## src/hdl/dnsd_ram.sv

```systemverilog
// Generic single-clock RAM: one write port, one read port, registered read.
// No dependencies.
`default_nettype none

module dnsd_ram #(
   parameter int WIDTH = 8,
   parameter int DEPTH = 256
) (
   input  wire logic                     clock,
   input  wire logic                     we,
   input  wire logic [$clog2(DEPTH)-1:0] waddr,
   input  wire logic [WIDTH-1:0]         wdata,
   input  wire logic [$clog2(DEPTH)-1:0] raddr,
   output      logic [WIDTH-1:0]         rdata
);

   logic [WIDTH-1:0] mem_ff [DEPTH];
   logic [WIDTH-1:0] rdata_ff;

   always_ff @(posedge clock) begin
      if (we) begin
         mem_ff[waddr] <= wdata;
      end
      rdata_ff <= mem_ff[raddr];
   end

   assign rdata = rdata_ff;

endmodule

`default_nettype wire
```

## config.mk

```make
export PLATFORM = sky130hd
export DESIGN_NAME = dnsd_ram
export DESIGN_NICKNAME = d
export VERILOG_FILES = /design/src/hdl/dnsd_ram.sv
export SDC_FILE = /design/constraint.sdc
export NUM_CORES = 2
export LEC_CHECK = 0
export BUFFER_PORTS_ARGS = -buffer_cell sky130_fd_sc_hd__buf_2
export CAP_MARGIN = 30
export CORE_UTILIZATION = 35
export CTS_CLUSTER_DIAMETER = 100
export DETAILED_ROUTE_END_ITERATION = 12
export PLACE_DENSITY_LB_ADDON = 0.12
export SETUP_SLACK_MARGIN = 0.4
export SLEW_MARGIN = 15
export SYNTH_ARGS = -nofsm -noshare
export SYNTH_HDL_FRONTEND = slang
export SYNTH_SLANG_ARGS = --single-unit
```

## constraint.sdc

```tcl
create_clock -name clock -period 3.15 [get_ports clock]
set_input_delay 0.63 -clock clock [delete_from_list [all_inputs] [get_ports clock]]
set_output_delay 0.63 -clock clock [all_outputs]
set_load 0.01 [all_outputs]
```

* Yosys cells after proc, flatten, opt, wreduce, memory -nomap -nowiden *
Memories as Yosys holds them, arrays and structs flattened. A register that Yosys moved wholly into a read port is not among the register bits.
Index checks and enable logic that the tools add are counted.

operators by class
  multiplexer cells = 2
  $add $sub $neg = 0
  eq/ne operators = 0
  order comparisons = 0
  divide/modulo/power cells = 0
  shifts and indexed selects = 0
  bitwise gates (word level) = 0
  multipliers = 0
  reductions and logical operators = 0

operator list
  kind              number
  2-to-1 mux 1 bit  2

word-level totals
  word-level logic and storage cells = 3
  bits in registers = 0
  bits in writable memories = 2048
  output and inout port bits = 8
  memory bits (read-only) = 0
  memories = 1
  input port bits = 26
  bits in latches = 0

memories
  name    words  width  read ports  clocked after Yosys merged registers in  wr ports  line  source
  mem_ff  256    8      1           1                                        1         17    logic [WIDTH-1:0] mem_ff [DEPTH];

* Logic depth before layout (Yosys ltp) *
  depth after elaboration = 2
  mapped depth = 11
  gate-level depth less buffers = 6

* Least setup slack after synthesis *
No wires, ideal clock.

  path type = input to register
  start point = input port raddr[0]
  end point = register rdata_ff[2], in the netlist rdata[2], read port of mem_ff
  arrival time = 2.437 ns
  stages = 9
  slack = 0.582 ns
  required time = 3.019 ns
  library setup time = 0.131 ns
  cell sequence = buf_6 > buf_12 > buf_8 > buf_2 > mux4_2 > a22oi_1 > a21oi_1 > nor4_1 > nor4_2

RTL lines
  what             line  source
  start, declared  13    input wire logic [$clog2(DEPTH)-1:0] raddr,
  end, declared    18    logic [WIDTH-1:0] rdata_ff;

==> impl_summary.md <==
Status
The flow ran to the end, and the final reports show no timing, DRC or antenna violations.

Setup path
Measured in cells, the most critical reg-to-reg path has a length of 6. The type of origin of the critical path is a primary input. STA classifies the critical path endpoint as a register. Walking the worst path, the cells encountered are buf_8 -> buf_12 -> buf_12 -> mux4_2 -> a22oi_1 -> a21oi_1 -> nor4_1 -> buf_4 -> nor4_1.

The critical path starts at raddr[0]. The worst setup slack for register-to-register paths is 0.58 ns. For the worst setup path, the data required time is 3.91 ns. The capture point of the critical path is rdata[5]. The slowest stage of the critical path is the sky130_fd_sc_hd__nor4_1 cell.

The launching point of the worst reg2reg path is mem_ff[50][2]. In this design, the stage delay of the slowest critical-path cell is 0.59 ns. The number of buffers and inverters on the critical path is 4. In this run the number of cells on the critical path is 9. The type of the worst setup path is in -> reg. The largest fanout on the critical path is 17. The worst register-to-register path ends at rdata[2]. Data on the critical path arrives at its endpoint at between 3 and 4 ns. The cell family contributing the most delay on the critical path is buffers and inverters.

Drt
The via density per instance is between 5 and 6. The antenna violation net count after detailed routing is 0. The wire length reported by the detailed router is around 230000 um. Detailed routing inserted a total of around 40000 vias. In this run, the number of DRC markers left after iteration 0 of detailed routing was 3454. The detailed-route wire length per cell is 30.03 um. The number of detailed-routing iterations run before antenna repair is 5. The number of remaining DRC errors is 0.

Pwr
Summed over all cells, the static leakage comes to 30.53 nW. The maximum resistive drop on vdd is ~480 uV. Internal power comes to 0.04563 W. The power dissipated by switching net loads is 0.01300 W. Power spread over the standard cell area amounts to 616.2 nW/um^2. In this run switching power makes up roughly 22% of total power.

The clock network fraction of design power is 42.9%. Combinational logic burns 5.5% of the power. The power share of the sequential group is 51.6%.

Clock tree
Counting along the longest clock path gives a buffer depth of 3. The count of hold-fix buffers inserted at cts is 0. The tree built by TritonCTS fans out to 2056 sinks.

The clock slew at the register clock pins of the worst setup and hold paths is 0.06 ns. The clock latency reported for the late side of the worst-skew pair is 0.88 ns. The number of setup buffers added after CTS is 0. The library cell used as clock root buffer is sky130_fd_sc_hd__clkbuf_16.

The number of levels in the clock H-tree is 4. The TritonCTS clock tree is yes. In this run, CTS created clock tree buffers numbering ~220. The total of cells resized after clock tree synthesis is 2.

STA
The transition time of the tightest slew-check pin is 1.012 ns. The worst setup skew after layout is 0.06677 ns. Timing would allow up to 368.9 MHz. The final worst setup slack is between 0.4 and 0.5 ns.

The number of pins with negative max-slew slack in the final report is 0. Setup violations remaining at the end of the flow were counted as 0. Measured against its own limit, the worst slew margin works out to around 33%. The sum of negative setup slack is 0 ns. The final number of hold-violating endpoints is 0. After layout, the worst path uses a little under nine tenths of the clock period. The minimum clock period after layout is approximately 2.7 ns. Setup repair after global routing left no endpoint under its margin.

Logic synthesis
Of all flip-flops after synthesis, the portion carrying an async set or reset was 0%. sky130_fd_sc_hd__edfxtp_1 takes more of the synthesized area than any other cell. Counting every instance in the synthesized netlist gives between 3000 and 4000.

By area the synthesized netlist is led by sky130_fd_sc_hd__edfxtp_1, sky130_fd_sc_hd__mux4_2, sky130_fd_sc_hd__mux2i_1, sky130_fd_sc_hd__nor2_1, sky130_fd_sc_hd__a22oi_1. The net count after synthesis is 3759. sky130_fd_sc_hd__edfxtp_1 is the most common cell in the netlist. The number of warning messages in the yosys log is 0.

Counting distinct cell types in the post-synthesis netlist gives 55. The number of flops mapped to enable cells by yosys is about 2000. Of the synthesized area, sequential elements account for 77.50%. The top cell type by area accounts for 77.30% of the synthesized area.

The post-synthesis average cell area is 21.31 um^2. The predominant post-synthesis flop cell is sky130_fd_sc_hd__edfxtp_1. The netlist area before placement is 79560 um^2. Counting instances in the post-synthesis netlist gives the leading cell types as sky130_fd_sc_hd__edfxtp_1, sky130_fd_sc_hd__mux4_2, sky130_fd_sc_hd__nor2_1. The synthesized flop and latch total is around 2000.

Final layout
The final layout contains 4435 nets. The fraction of layout instances using a drive strength above 1 is 32.10%. The layout-stage area growth over the synthesis result is 19.61%. With fillers left out, the area of the finished cells amounts to 95160 um^2. After the flow finishes, the layout carries non-filler instances totaling 7599.

Floorplanning
In this run the standard cell core region covers roughly 230000 um^2. The floorplan step set the die height to 478.8 um. The die is ~480 um wide. In this run the core area contains 174 standard-cell rows.

During I/O placement, the number of pins put on the boundary was 34. The effective utilization at floorplan is a little over a third. The area of the die is 229200 um^2.

Flow run
The number of violations of the max-capacitance limit is 0.

Global route
In the global route stage, overall resource usage came out at 19.96%. The number of antenna violations at the first check in global routing came to 17. The via count of the first global-routing pass is 41660. After global routing the overflow that remains totals 0. The first global-routing pass estimated 323700 um of wire.

Entering global routing, the biggest net connects 104 pins.

Hold path
The worst min-delay path category is in -> reg.

Placement
At the end of routability-driven placement, the weighted congestion stood at 0.8192. Before CTS, the worst setup slack after placement is -0.6472 ns. Detailed placement ended at an HPWL of roughly 150000 um. The count of buffers from port buffering is 33. After detailed placement, the total cell area comes to 88090 um^2. The cell count after placement is 7176.
final cells by class:
| cell class | instances | area (um^2) |
|---|---|---|
| tap | 2992 | 3744 |
| inverter | 2 | 7.507 |
| timing repair buffer | 685 | 6158 |
| fill | 19720 | 130200 |
| multi-input combinational | 1442 | 16530 |
| antenna | 9 | 22.52 |
| clock inverter | 139 | 1289 |
| clock buffer | 274 | 5751 |
| sequential | 2056 | 61660 |
worst min-delay path by stage:
stage	start	endpoint	cells after the start
6_report	wdata[7]	mem_ff[31][7]	1
5_1_grt	wdata[5]	mem_ff[87][5]	1
4_1_cts	wdata[7]	mem_ff[31][7]	1
3_5_place_dp	wdata[7]	mem_ff[31][7]	1
3_3_place_gp	wdata[7]	mem_ff[30][7]	1
2_1_floorplan	wdata[0]	mem_ff[0][0]	0
flip-flops by register name (all words and copies together), names as in the netlist:
| register | flops |
|---|---|
| mem_ff | 2048 |
| rdata | 8 |
cell families (layout without fill, tap and decap cells):
logic type / after synthesis / after routing / share of synthesized area [%]
DFF: 2056 / 2056 / 77.50
buffers and inverters: 235 / 1100 / 1.831
and+or+nand+nor: 466 / 466 / 2.628
AOI/OAI and AO/OA: 385 / 385 / 3.419
muxes: 591 / 591 / 14.62
other: 0 / 9 / 0
through the flow:
stage / hold slack (ns) / total power (W) / utilization [%]
global route: 0.1606 / 0.06037 / 42.23
floorplan: 0.7289 / 0.03223 / -
global placement: 1.084 / 0.03410 / 39.09
CTS: 0.1244 / 0.05932 / 42.22
detailed placement: 1.091 / 0.03411 / 39.09
finish: 0.1717 / 0.05863 / 42.23
power groups by stage:
stage | Sequential [W] | Combinational (W) | Clock [W]
6_report | 0.0302 | 0.00324 | 0.0252
5_1_grt | 0.0302 | 0.00343 | 0.0267
4_1_cts | 0.0302 | 0.00330 | 0.0258
3_5_place_dp | 0.0308 | 0.00330 | 0
2_1_floorplan | 0.0308 | 0.00146 | 0
3_3_place_gp | 0.0308 | 0.00328 | 0
layer usage:
layer	wire length (um)	track usage (%)	vias to the layer above
met4	5150	5.294	0
met1	103200	28.32	21730
met2	110000	32.27	1002
met3	9891	2.776	290
met5	0	0	-
li1	-	-	17110
cells in the final DEF, fill, tap and decap left out, types with 33 or more instances in the layout:
cell and n:
sky130_fd_sc_hd__buf_12 80, sky130_fd_sc_hd__edfxtp_1 2048, sky130_fd_sc_hd__a21oi_1 96, sky130_fd_sc_hd__buf_4 571, sky130_fd_sc_hd__nand2_1 33, sky130_fd_sc_hd__clkinv_1 53, sky130_fd_sc_hd__mux2i_1 134, sky130_fd_sc_hd__clkbuf_16 222
sky130_fd_sc_hd__clkinv_2 48, sky130_fd_sc_hd__nor2_1 279, sky130_fd_sc_hd__clkbuf_1 52, sky130_fd_sc_hd__mux4_2 454, sky130_fd_sc_hd__o221ai_1 46, sky130_fd_sc_hd__a22oi_1 133
Power figures use the tool's default switching activity.
